--- src/rtl/core/crrs_pkg.sv ---
// ----------------------------------------------------------------------------
// crrs_pkg
// Shared types and constants for the cold room relay sequencer.
// ----------------------------------------------------------------------------
package crrs_pkg;

  localparam int NUM_RELAYS = 8;
  localparam int NUM_COMP   = 2;
  localparam int TIME_W     = 32;
  // wide enough to hold any sum or difference of the 12-bit and 10-bit inputs
  localparam int CMP_W      = 14;

  // relay positions in relay_state
  localparam int RLY_C1 = 0;
  localparam int RLY_C2 = 1;
  localparam int RLY_H1 = 2;
  localparam int RLY_H2 = 3;
  localparam int RLY_F1 = 4;
  localparam int RLY_F2 = 5;
  localparam int RLY_T1 = 6;
  localparam int RLY_T2 = 7;

  // heating error thresholds, tenths of a degree
  localparam logic signed [CMP_W-1:0] HEAT_STAGE1_TENTHS = 45;
  localparam logic signed [CMP_W-1:0] HEAT_STAGE2_TENTHS = 80;

  typedef struct packed {
    logic [TIME_W-1:0] now_ms;
    logic signed [11:0] temperature;
    logic [9:0]        humidity;
    logic [2:0]        comp_one_faults;
    logic [2:0]        comp_two_faults;
    logic [1:0]        heater_faults;
  } item_t;

  typedef struct packed {
    logic signed [11:0] temp_setpoint;
    logic [9:0]         hum_setpoint;
    logic [8:0]         cool_on_delta;
    logic [8:0]         cool_off_delta;
    logic [8:0]         cool_stage2_delta;
    logic [8:0]         hum_deadband;
    logic [9:0]         hum_stage2_delta;
  } cfg_t;

  // per-relay requests for one evaluation; bits 0/1 are the compressors, started by on_req and stopped by off_req
  typedef struct packed {
    logic [NUM_RELAYS-1:0] on_req;
    logic [NUM_RELAYS-1:0] off_req;
  } relay_cmd_t;

endpackage

--- src/rtl/core/crrs_cmd.sv ---
// ----------------------------------------------------------------------------
// crrs_cmd
// Turns one evaluation into on/off requests for every relay.
// ----------------------------------------------------------------------------
module crrs_cmd
  import crrs_pkg::*;
(
  input  item_t      item,
  input  cfg_t       cfg,
  output relay_cmd_t cmd
);

  logic signed [CMP_W-1:0] t_w, sp_w, hum_w, hsp_w;
  // deltas zero-extended into signed operands so every compare stays signed
  logic signed [CMP_W-1:0] on_w, off_w, stg2_w, dband_w, hstg2_w;
  logic signed [CMP_W-1:0] heat_err;
  logic need_cool, stop_cool, dehum, humid;
  logic c1_ok, c2_ok, h1_ok, h2_ok;

  always_comb begin
    t_w   = CMP_W'(item.temperature);
    sp_w  = CMP_W'(cfg.temp_setpoint);
    hum_w = CMP_W'(item.humidity);
    hsp_w = CMP_W'(cfg.hum_setpoint);

    on_w    = CMP_W'(cfg.cool_on_delta);
    off_w   = CMP_W'(cfg.cool_off_delta);
    stg2_w  = CMP_W'(cfg.cool_stage2_delta);
    dband_w = CMP_W'(cfg.hum_deadband);
    hstg2_w = CMP_W'(cfg.hum_stage2_delta);

    c1_ok = (item.comp_one_faults == '0);
    c2_ok = (item.comp_two_faults == '0);
    h1_ok = !item.heater_faults[0];
    h2_ok = !item.heater_faults[1];

    need_cool = t_w >= sp_w + on_w;
    stop_cool = t_w <= sp_w - off_w;
    dehum     = hum_w > hsp_w + dband_w;
    humid     = !dehum && (hum_w < hsp_w - dband_w);
    heat_err  = sp_w - t_w;

    cmd = '0;

    // fans always requested on
    cmd.on_req[RLY_F1] = 1'b1;
    cmd.on_req[RLY_F2] = 1'b1;

    if (need_cool) begin
      cmd.off_req[RLY_T1] = 1'b1;
      cmd.off_req[RLY_T2] = 1'b1;
      if (((t_w - sp_w) > stg2_w) && c1_ok && c2_ok) begin
        cmd.on_req[RLY_C1] = 1'b1;
        cmd.on_req[RLY_C2] = 1'b1;
      end else if (c1_ok) begin
        cmd.on_req[RLY_C1] = 1'b1;
      end else if (c2_ok) begin
        cmd.on_req[RLY_C2] = 1'b1;
      end
    end

    // dehumidify: cool and balance with one heater
    if (!need_cool && !stop_cool && dehum) begin
      if (c1_ok) begin
        cmd.on_req[RLY_C1] = 1'b1;
      end else if (c2_ok) begin
        cmd.on_req[RLY_C2] = 1'b1;
      end
      if (h1_ok) begin
        cmd.on_req[RLY_T1]  = 1'b1;
        cmd.off_req[RLY_T2] = 1'b1;
      end else if (h2_ok) begin
        cmd.on_req[RLY_T2]  = 1'b1;
        cmd.off_req[RLY_T1] = 1'b1;
      end
    end

    if (stop_cool) begin
      cmd.off_req[RLY_C1] = 1'b1;
      cmd.off_req[RLY_C2] = 1'b1;
    end

    // staged heating; stage one fails over to the healthy heater
    if (heat_err < HEAT_STAGE1_TENTHS) begin
      cmd.off_req[RLY_T1] = 1'b1;
      cmd.off_req[RLY_T2] = 1'b1;
    end else if (heat_err < HEAT_STAGE2_TENTHS) begin
      if (h1_ok) begin
        cmd.on_req[RLY_T1]  = 1'b1;
        cmd.off_req[RLY_T2] = 1'b1;
      end else if (h2_ok) begin
        cmd.on_req[RLY_T2]  = 1'b1;
        cmd.off_req[RLY_T1] = 1'b1;
      end
    end else if (h1_ok && h2_ok) begin
      cmd.on_req[RLY_T1] = 1'b1;
      cmd.on_req[RLY_T2] = 1'b1;
    end

    if (humid) begin
      cmd.on_req[RLY_H1] = 1'b1;
      if ((hsp_w - hum_w) > hstg2_w) begin
        cmd.on_req[RLY_H2] = 1'b1;
      end else begin
        cmd.off_req[RLY_H2] = 1'b1;
      end
    end else begin
      cmd.off_req[RLY_H1] = 1'b1;
      cmd.off_req[RLY_H2] = 1'b1;
    end
  end

endmodule

--- src/rtl/core/crrs_relay_bank.sv ---
// ----------------------------------------------------------------------------
// crrs_relay_bank
// Relay state, change stamps and compressor on/off stamps with dwell guards.
// ----------------------------------------------------------------------------
module crrs_relay_bank
  import crrs_pkg::*;
#(
  parameter int unsigned RELAY_MIN_DWELL_MS   = 30000,
  parameter int unsigned COMP_MIN_ON_TIME_MS  = 180000,
  parameter int unsigned COMP_MIN_OFF_TIME_MS = 180000
) (
  input  logic                  clk,
  input  logic                  rst_n,
  input  logic                  step,
  input  logic [TIME_W-1:0]     now_ms,
  input  relay_cmd_t            cmd,
  output logic [NUM_RELAYS-1:0] relay_bits,
  output logic [NUM_RELAYS-1:0] relay_bits_nxt
);

  logic [NUM_RELAYS-1:0] relay_bits_r;
  logic [TIME_W-1:0]     chg_stamp_r [NUM_RELAYS];
  logic [TIME_W-1:0]     on_stamp_r  [NUM_COMP];
  logic [TIME_W-1:0]     off_stamp_r [NUM_COMP];

  logic [NUM_RELAYS-1:0] dwell_ok;
  logic [NUM_RELAYS-1:0] change;
  logic [NUM_COMP-1:0]   on_time_ok, off_time_ok;
  logic [NUM_COMP-1:0]   start_take, stop_take;

  // A relay changes at most once per evaluation: after a change its stamp is
  // now, so any reverse request fails the dwell check. Hence for the non-compressor
  // relays the change is simply "dwell ok and some request opposes the current state".
  always_comb begin
    for (int i = 0; i < NUM_RELAYS; i++) begin
      dwell_ok[i] = (now_ms - chg_stamp_r[i]) >= TIME_W'(RELAY_MIN_DWELL_MS);
    end
    for (int c = 0; c < NUM_COMP; c++) begin
      on_time_ok[c]  = (now_ms - on_stamp_r[c])  >= TIME_W'(COMP_MIN_ON_TIME_MS);
      off_time_ok[c] = (now_ms - off_stamp_r[c]) >= TIME_W'(COMP_MIN_OFF_TIME_MS);
      // stamps move even if the relay guard refuses
      start_take[c]  = cmd.on_req[c] && !relay_bits_r[c] && off_time_ok[c];
      // a start this step resets the on stamp, so a stop cannot follow
      stop_take[c]   = cmd.off_req[c] && !start_take[c] && relay_bits_r[c] && on_time_ok[c];
      change[c]      = (start_take[c] || stop_take[c]) && dwell_ok[c];
    end
    for (int i = NUM_COMP; i < NUM_RELAYS; i++) begin
      change[i] = dwell_ok[i] && (relay_bits_r[i] ? cmd.off_req[i] : cmd.on_req[i]);
    end
    relay_bits_nxt = relay_bits_r ^ change;
  end

  always_ff @(posedge clk) begin
    if (!rst_n) begin
      relay_bits_r <= '0;
      for (int i = 0; i < NUM_RELAYS; i++) begin
        chg_stamp_r[i] <= '0;
      end
      for (int c = 0; c < NUM_COMP; c++) begin
        on_stamp_r[c]  <= '0;
        off_stamp_r[c] <= '0;
      end
    end else if (step) begin
      relay_bits_r <= relay_bits_nxt;
      for (int i = 0; i < NUM_RELAYS; i++) begin
        if (change[i]) begin
          chg_stamp_r[i] <= now_ms;
        end
      end
      for (int c = 0; c < NUM_COMP; c++) begin
        if (start_take[c]) begin
          on_stamp_r[c] <= now_ms;
        end
        if (stop_take[c]) begin
          off_stamp_r[c] <= now_ms;
        end
      end
    end
  end

  assign relay_bits = relay_bits_r;

endmodule

--- src/rtl/core/cold_room_relay_sequencer.sv ---
// ----------------------------------------------------------------------------
// cold_room_relay_sequencer
// Eight-relay cold room controller: fans, two-stage cooling, dehumidify,
// staged heating with failover and staged humidification, with dwell guards.
// ----------------------------------------------------------------------------
// Path: an input transaction is captured in s1, then its result is loaded into
//   the output register, which drives out_tvalid; a stalled output holds s1.
// Throughput: one evaluation per cycle while out_tready keeps the output free;
//   the relay/stamp update loops from the state registers through the command logic.
// Reset (rst_n low, synchronous): relays off, all stamps zero, registers back
//   to their defaults, both pipeline stages empty. No clearing pass is needed.
// ----------------------------------------------------------------------------
module cold_room_relay_sequencer
  import crrs_pkg::*;
#(
  parameter int unsigned RELAY_MIN_DWELL_MS   = 30000,
  parameter int unsigned COMP_MIN_ON_TIME_MS  = 180000,
  parameter int unsigned COMP_MIN_OFF_TIME_MS = 180000
) (
  input  logic        clk,
  input  logic        rst_n,
  // evaluation input
  input  logic        in_tvalid,
  output logic        in_tready,
  // [31:0] now_ms, [43:32] temperature, [53:44] humidity,
  // [56:54] comp_one_faults, [59:57] comp_two_faults, [61:60] heater_faults
  input  logic [63:0] in_tdata,
  // relay result
  output logic        out_tvalid,
  input  logic        out_tready,
  // [7:0] relay_state
  output logic [7:0]  out_tdata,
  // register writes
  input  logic        cfg_valid,
  output logic        cfg_ready,
  input  logic [2:0]  cfg_index,
  input  logic [11:0] cfg_data
);

  // register map
  localparam logic [2:0] CFG_TEMP_SP    = 3'd0;
  localparam logic [2:0] CFG_HUM_SP     = 3'd1;
  localparam logic [2:0] CFG_COOL_ON    = 3'd2;
  localparam logic [2:0] CFG_COOL_OFF   = 3'd3;
  localparam logic [2:0] CFG_COOL_STG2  = 3'd4;
  localparam logic [2:0] CFG_HUM_DBAND  = 3'd5;
  localparam logic [2:0] CFG_HUM_STG2   = 3'd6;

  cfg_t                  cfg_r;
  item_t                 s1_item_r;
  logic                  s1_valid_r;
  logic                  out_valid_r;
  logic [NUM_RELAYS-1:0] out_data_r;

  item_t                 in_item;
  relay_cmd_t            cmd;
  logic [NUM_RELAYS-1:0] relay_bits;
  logic [NUM_RELAYS-1:0] relay_bits_nxt;
  logic                  advance;

  // --------------------------------------------------------------------------
  // Register writes: the user writes only while idle, which the block does not enforce; always ready.
  // --------------------------------------------------------------------------
  assign cfg_ready = 1'b1;

  always_ff @(posedge clk) begin
    if (!rst_n) begin
      cfg_r.temp_setpoint     <= 12'sd40;
      cfg_r.hum_setpoint      <= 10'd850;
      cfg_r.cool_on_delta     <= 9'd10;
      cfg_r.cool_off_delta    <= 9'd10;
      cfg_r.cool_stage2_delta <= 9'd50;
      cfg_r.hum_deadband      <= 9'd20;
      cfg_r.hum_stage2_delta  <= 10'd100;
    end else if (cfg_valid && cfg_ready) begin
      case (cfg_index)
        CFG_TEMP_SP:   cfg_r.temp_setpoint     <= signed'(cfg_data[11:0]);
        CFG_HUM_SP:    cfg_r.hum_setpoint      <= cfg_data[9:0];
        CFG_COOL_ON:   cfg_r.cool_on_delta     <= cfg_data[8:0];
        CFG_COOL_OFF:  cfg_r.cool_off_delta    <= cfg_data[8:0];
        CFG_COOL_STG2: cfg_r.cool_stage2_delta <= cfg_data[8:0];
        CFG_HUM_DBAND: cfg_r.hum_deadband      <= cfg_data[8:0];
        CFG_HUM_STG2:  cfg_r.hum_stage2_delta  <= cfg_data[9:0];
        default: ; // unmapped index: ignored
      endcase
    end
  end

  // --------------------------------------------------------------------------
  // Input stage. The evaluation is done from s1 straight into the output
  // register and the relay state, so s1 frees up whenever the output
  // register can take a new transaction.
  // --------------------------------------------------------------------------
  always_comb begin
    in_item.now_ms          = in_tdata[31:0];
    in_item.temperature     = signed'(in_tdata[43:32]);
    in_item.humidity        = in_tdata[53:44];
    in_item.comp_one_faults = in_tdata[56:54];
    in_item.comp_two_faults = in_tdata[59:57];
    in_item.heater_faults   = in_tdata[61:60];
  end

  assign advance   = s1_valid_r && (!out_valid_r || out_tready);
  assign in_tready = !s1_valid_r || advance;

  always_ff @(posedge clk) begin
    if (!rst_n) begin
      s1_valid_r <= 1'b0;
    end else if (in_tvalid && in_tready) begin
      s1_valid_r <= 1'b1;
    end else if (advance) begin
      s1_valid_r <= 1'b0;
    end
  end

  always_ff @(posedge clk) begin
    if (in_tvalid && in_tready) begin
      s1_item_r <= in_item;
    end
  end

  // --------------------------------------------------------------------------
  // Command generation and relay state
  // --------------------------------------------------------------------------
  crrs_cmd u_cmd (
    .item (s1_item_r),
    .cfg  (cfg_r),
    .cmd  (cmd)
  );

  crrs_relay_bank #(
    .RELAY_MIN_DWELL_MS   (RELAY_MIN_DWELL_MS),
    .COMP_MIN_ON_TIME_MS  (COMP_MIN_ON_TIME_MS),
    .COMP_MIN_OFF_TIME_MS (COMP_MIN_OFF_TIME_MS)
  ) u_bank (
    .clk            (clk),
    .rst_n          (rst_n),
    .step           (advance),
    .now_ms         (s1_item_r.now_ms),
    .cmd            (cmd),
    .relay_bits     (relay_bits),
    .relay_bits_nxt (relay_bits_nxt)
  );

  // --------------------------------------------------------------------------
  // Output register
  // --------------------------------------------------------------------------
  always_ff @(posedge clk) begin
    if (!rst_n) begin
      out_valid_r <= 1'b0;
    end else if (advance) begin
      out_valid_r <= 1'b1;
    end else if (out_tready) begin
      out_valid_r <= 1'b0;
    end
  end

  always_ff @(posedge clk) begin
    if (advance) begin
      out_data_r <= relay_bits_nxt;
    end
  end

  assign out_tvalid = out_valid_r;
  assign out_tdata  = out_data_r;

  // --------------------------------------------------------------------------
  // Assertions
  // --------------------------------------------------------------------------
  a_reset_empty : assert property (@(posedge clk)
    !rst_n |=> !s1_valid_r && !out_valid_r)
    else $error("pipeline not empty after reset");

  a_accept_loads : assert property (@(posedge clk) disable iff (!rst_n)
    in_tvalid && in_tready |=> s1_valid_r)
    else $error("accepted transaction lost in input stage");

  a_stall_holds : assert property (@(posedge clk) disable iff (!rst_n)
    s1_valid_r && out_valid_r && !out_tready |=> s1_valid_r && $stable(s1_item_r))
    else $error("input stage changed while output stalled");

  a_fans_stay_on : assert property (@(posedge clk) disable iff (!rst_n)
    $past(relay_bits[RLY_F1]) && $past(relay_bits[RLY_F2]) && $past(rst_n)
      |-> relay_bits[RLY_F1] && relay_bits[RLY_F2])
    else $error("fan relay switched off");

endmodule

--- config.mk ---
export PLATFORM = sky130hd
export DESIGN_NAME = cold_room_relay_sequencer
export DESIGN_NICKNAME = d
export VERILOG_FILES = /design/src/rtl/core/crrs_pkg.sv /design/src/rtl/core/crrs_cmd.sv /design/src/rtl/core/crrs_relay_bank.sv /design/src/rtl/core/cold_room_relay_sequencer.sv
export SDC_FILE = /design/constraint.sdc
export NUM_CORES = 2
export LEC_CHECK = 0
export ABC_CLOCK_PERIOD_IN_PS = 19800
export BUFFER_PORTS_ARGS = -buffer_cell sky130_fd_sc_hd__buf_2
export CAP_MARGIN = 20
export CORE_MARGIN = 2
export CORE_UTILIZATION = 40
export DETAILED_ROUTE_END_ITERATION = 12
export HOLD_SLACK_MARGIN = 0.12
export PLACE_DENSITY = 0.66
export SLEW_MARGIN = 10
export SYNTH_ARGS = -nofsm -noshare
export SYNTH_HDL_FRONTEND = slang
export SYNTH_SLANG_ARGS = --single-unit
--- constraint.sdc ---
create_clock -name clk -period 19.8 [get_ports clk]
set_input_delay 1.98 -clock clk [delete_from_list [all_inputs] [get_ports clk]]
set_output_delay 1.98 -clock clk [all_outputs]
set_load 0.01 [all_outputs]
==> impl_metrics.tcl <==
set metrics [dict create \
    ys.flop_type "edfxtp_1" \
    endpoint_kind "flip-flop" \
    die_h_um 343 \
    placed_cells 6886 \
    final-setup-viol-count 0 \
    synth_cell_types 101 \
    irDropWorstVdd_mv 0.0805 \
    dr.pass1.iters 6 \
    clk_latency_ps 640 \
    synth_top_cell_area_share_pct 29.7 \
    synth_nets 5986 \
    whs_ps 454 \
    drive_gt1_share_pct 5.67 \
    min_period_ps 6510 \
    ctsResizeCount 0 \
    cts.sinks 532 \
    power.leakage_nw 21.0 \
    io_buffers 91 \
    grt_pass1_wl_um 213000 \
    maxSlewViolCount 0 \
    cts_setup_buffers 0 \
    syn_area_sq_um 46000 \
    cts_buffer_depth 3 \
    skew_ps 36.2 \
    hold_buffers 0 \
    antenna_found_initial 3 \
    root_buffer "clkbuf_16" \
    initial_core_util_pct 40.3 \
    overflow 0 \
    worstPathArrival_ps 6810 \
    placementRows 124 \
    slew-limit-headroom_pct 30.3 \
    finalSetupTns_ps 0 \
    cp.required_ps 20100 \
    ys_async_sr_fraction_pct 0 \
    startpoint_type "flip-flop" \
    synth-seq-area-share_pct 33.1 \
    avgSynthCellArea_sq_um 8.55 \
    hp-class "flip-flop to flip-flop" \
    antenna_left 0 \
    ys_top_cells_by_area "edfxtp_1 (30%), ha_1 (14%), a21oi_1 (5.2%), inv_1 (5.0%), nand2_1 (4.0%)" \
    tightest_slew_ps 1050 \
    yosysWarningCount 0 \
    htree_levels 3 \
    dieArea_sq_um 118000 \
    period_share_pct 32.9 \
    final_cell_mix "inv_1 (610), ha_1 (507), nand2_1 (484)" \
    slowest_delay_ps 590 \
    clk_pin_slew_ps 60 \
    routed_wl_um 139000 \
    drtIter0Drc 3348 \
    die_w_um 343 \
    cts_tree "yes" \
    final_util_pct 44.1 \
    io-pin-count 95 \
    core_area_sq_um 114000 \
    drcViolationCount 0 \
    vias_per_cell 5.78 \
    hpwl_um 99200 \
    fmax_mhz 154 \
    layout.nets 6057 \
    antenna_cells 0 \
    cp_max_fo 34 \
    wl_per_cell_um 19.8 \
    fin_cells 7012 \
    netlist_instances 5376 \
    finalHoldViolCount 0 \
    synth_edf_count 454 \
    grt_max_degree 76 \
    rsz0062_at_grt "false" \
    crit_type "flip-flop to flip-flop" \
    mostFrequentLayoutCell "inv_1" \
    synth_seq_cells 532 \
    numCtsBuffers 67 \
    critPathSlowestCell "dfxtp_1" \
    power_density_nw_per_um2 72.0 \
    grt_pass1_vias 38100 \
    synth_top_area_cell "edfxtp_1" \
    vias 40500 \
    fillers 11400 \
    power.total_mw 3.62 \
    status "finished, final reports clean" \
    grt.total_usage_pct 23.1 \
    gp_congestion 0.948 \
    syn_to_final_growth_pct 9.56 \
    cap_violations 0 \
]
## report_power, final
| group | total (mW) | switching (mW) | leakage, nW | internal (mW) |
|---|---|---|---|---|
| clock | 1.21 | 0.512 | 1.04 | 0.701 |
| combinational | 1.10 | 0.687 | 14.7 | 0.415 |
| sequential | 1.31 | 0.0257 | 5.30 | 1.28 |
| total | 3.62 | 1.23 | 21.0 | 2.40 |
## synth_stat cells (all sizes together) (14+ instances only)
cell       n
a21boi    24
nor2b     63
dfxtp     78
xnor2    141
nor2     465
o22ai     24
nor4      26
nor3      84
fa        19
inv      611
and3      48
o31ai     40
o21ai    301
buf       37
a211oi    50
a21o     157
nand3b    16
ha       507
a2111o    14
mux2i     35
xor2      97
o2111ai   26
o211ai    65
or3       37
edfxtp   454
a21oi    476
nand4     81
and2      97
a2111oi   30
nand2b    84
o311ai    14
clkbuf   110
o21a      84
a31oi     64
a211o     18
nand2    485
o221ai    22
nand3    106
a221oi    17
o21bai    63
## final timing paths
kind	from	end	slack, ps	depth (start not counted)
setup / recovery	cfg_r[57]$_SDFFE_PN0P_	u_bank.chg_stamp_r[0][39]$_SDFFCE_PN0P_	13290	25
hold / removal	cfg_r[34]$_SDFFE_PN0P_	cfg_r[34]$_SDFFE_PN0P_	450	2
setup reg to reg	cfg_r[57]$_SDFFE_PN0P_	u_bank.chg_stamp_r[0][39]$_SDFFCE_PN0P_	13290	25
hold reg to reg	cfg_r[34]$_SDFFE_PN0P_	cfg_r[34]$_SDFFE_PN0P_	450	2
## metal layers
metal | vias to the layer above | share of wire, % | track usage [%]
li1 | 19700 | - | -
met1 | 19100 | 41 | 28.5
met2 | 1321 | 47 | 39.7
met3 | 328 | 6.2 | 3.06
met4 | 0 | 5.2 | 10.9
met5 | - | 0 | 0
## sequential cells by signal, indices dropped and copies added (netlist names)
name                count
s1_item_r              62
out_tvalid              1
u_bank.relay_bits       8
u_bank.on_stamp_r      64
cfg_r                  68
out_tdata               8
s1_valid_r              1
u_bank.off_stamp_r     64
u_bank.chg_stamp_r    256
## layout make-up
cell class / count / area [sq um] / share of cell area [%]
clock buffer: 80 / 1790 / 3.55
clock inverter: 42 / 359 / 0.713
inverter: 611 / 2290 / 4.55
multi-input combinational: 4086 / 27900 / 55.3
sequential: 532 / 15200 / 30.2
tap: 1512 / 1890 / 3.76
timing repair buffer: 149 / 966 / 1.92
## worst max-delay path: cells and delay by family, from the launching register on
family / cells / cell delay, ps
AO/OA/AOI/OAI: 11 / 1990
XOR/XNOR: 1 / 160
adder cells (fa/ha/maj): 2 / 570
buffers and inverters: 1 / 390
flip-flops: 1 / 590
multiplexers: 1 / 320
AND/OR/NAND/NOR: 9 / 2140
## through the flow
stage | setup slack, ps | instance area (sq um)
floorplan | 12910 | 46000
global placement | 13410 | 48100
detailed placement | 13270 | 48100
CTS | 13260 | 50300
global route | 12580 | 50400
finish | 13290 | 50400
## logic make-up after synthesis
family | Yosys count | share of synthesized area, %
compound gates | 1618 | 23.2
xor+xnor | 238 | 4.53
fa+ha+maj | 526 | 14.6
buf+inv | 758 | 6.42
flops | 532 | 33.1
mux | 43 | 0.958
other cells | 1 | 0.00816
simple gates | 1660 | 17.2
Note: power is estimated with default switching activity, not from simulation.
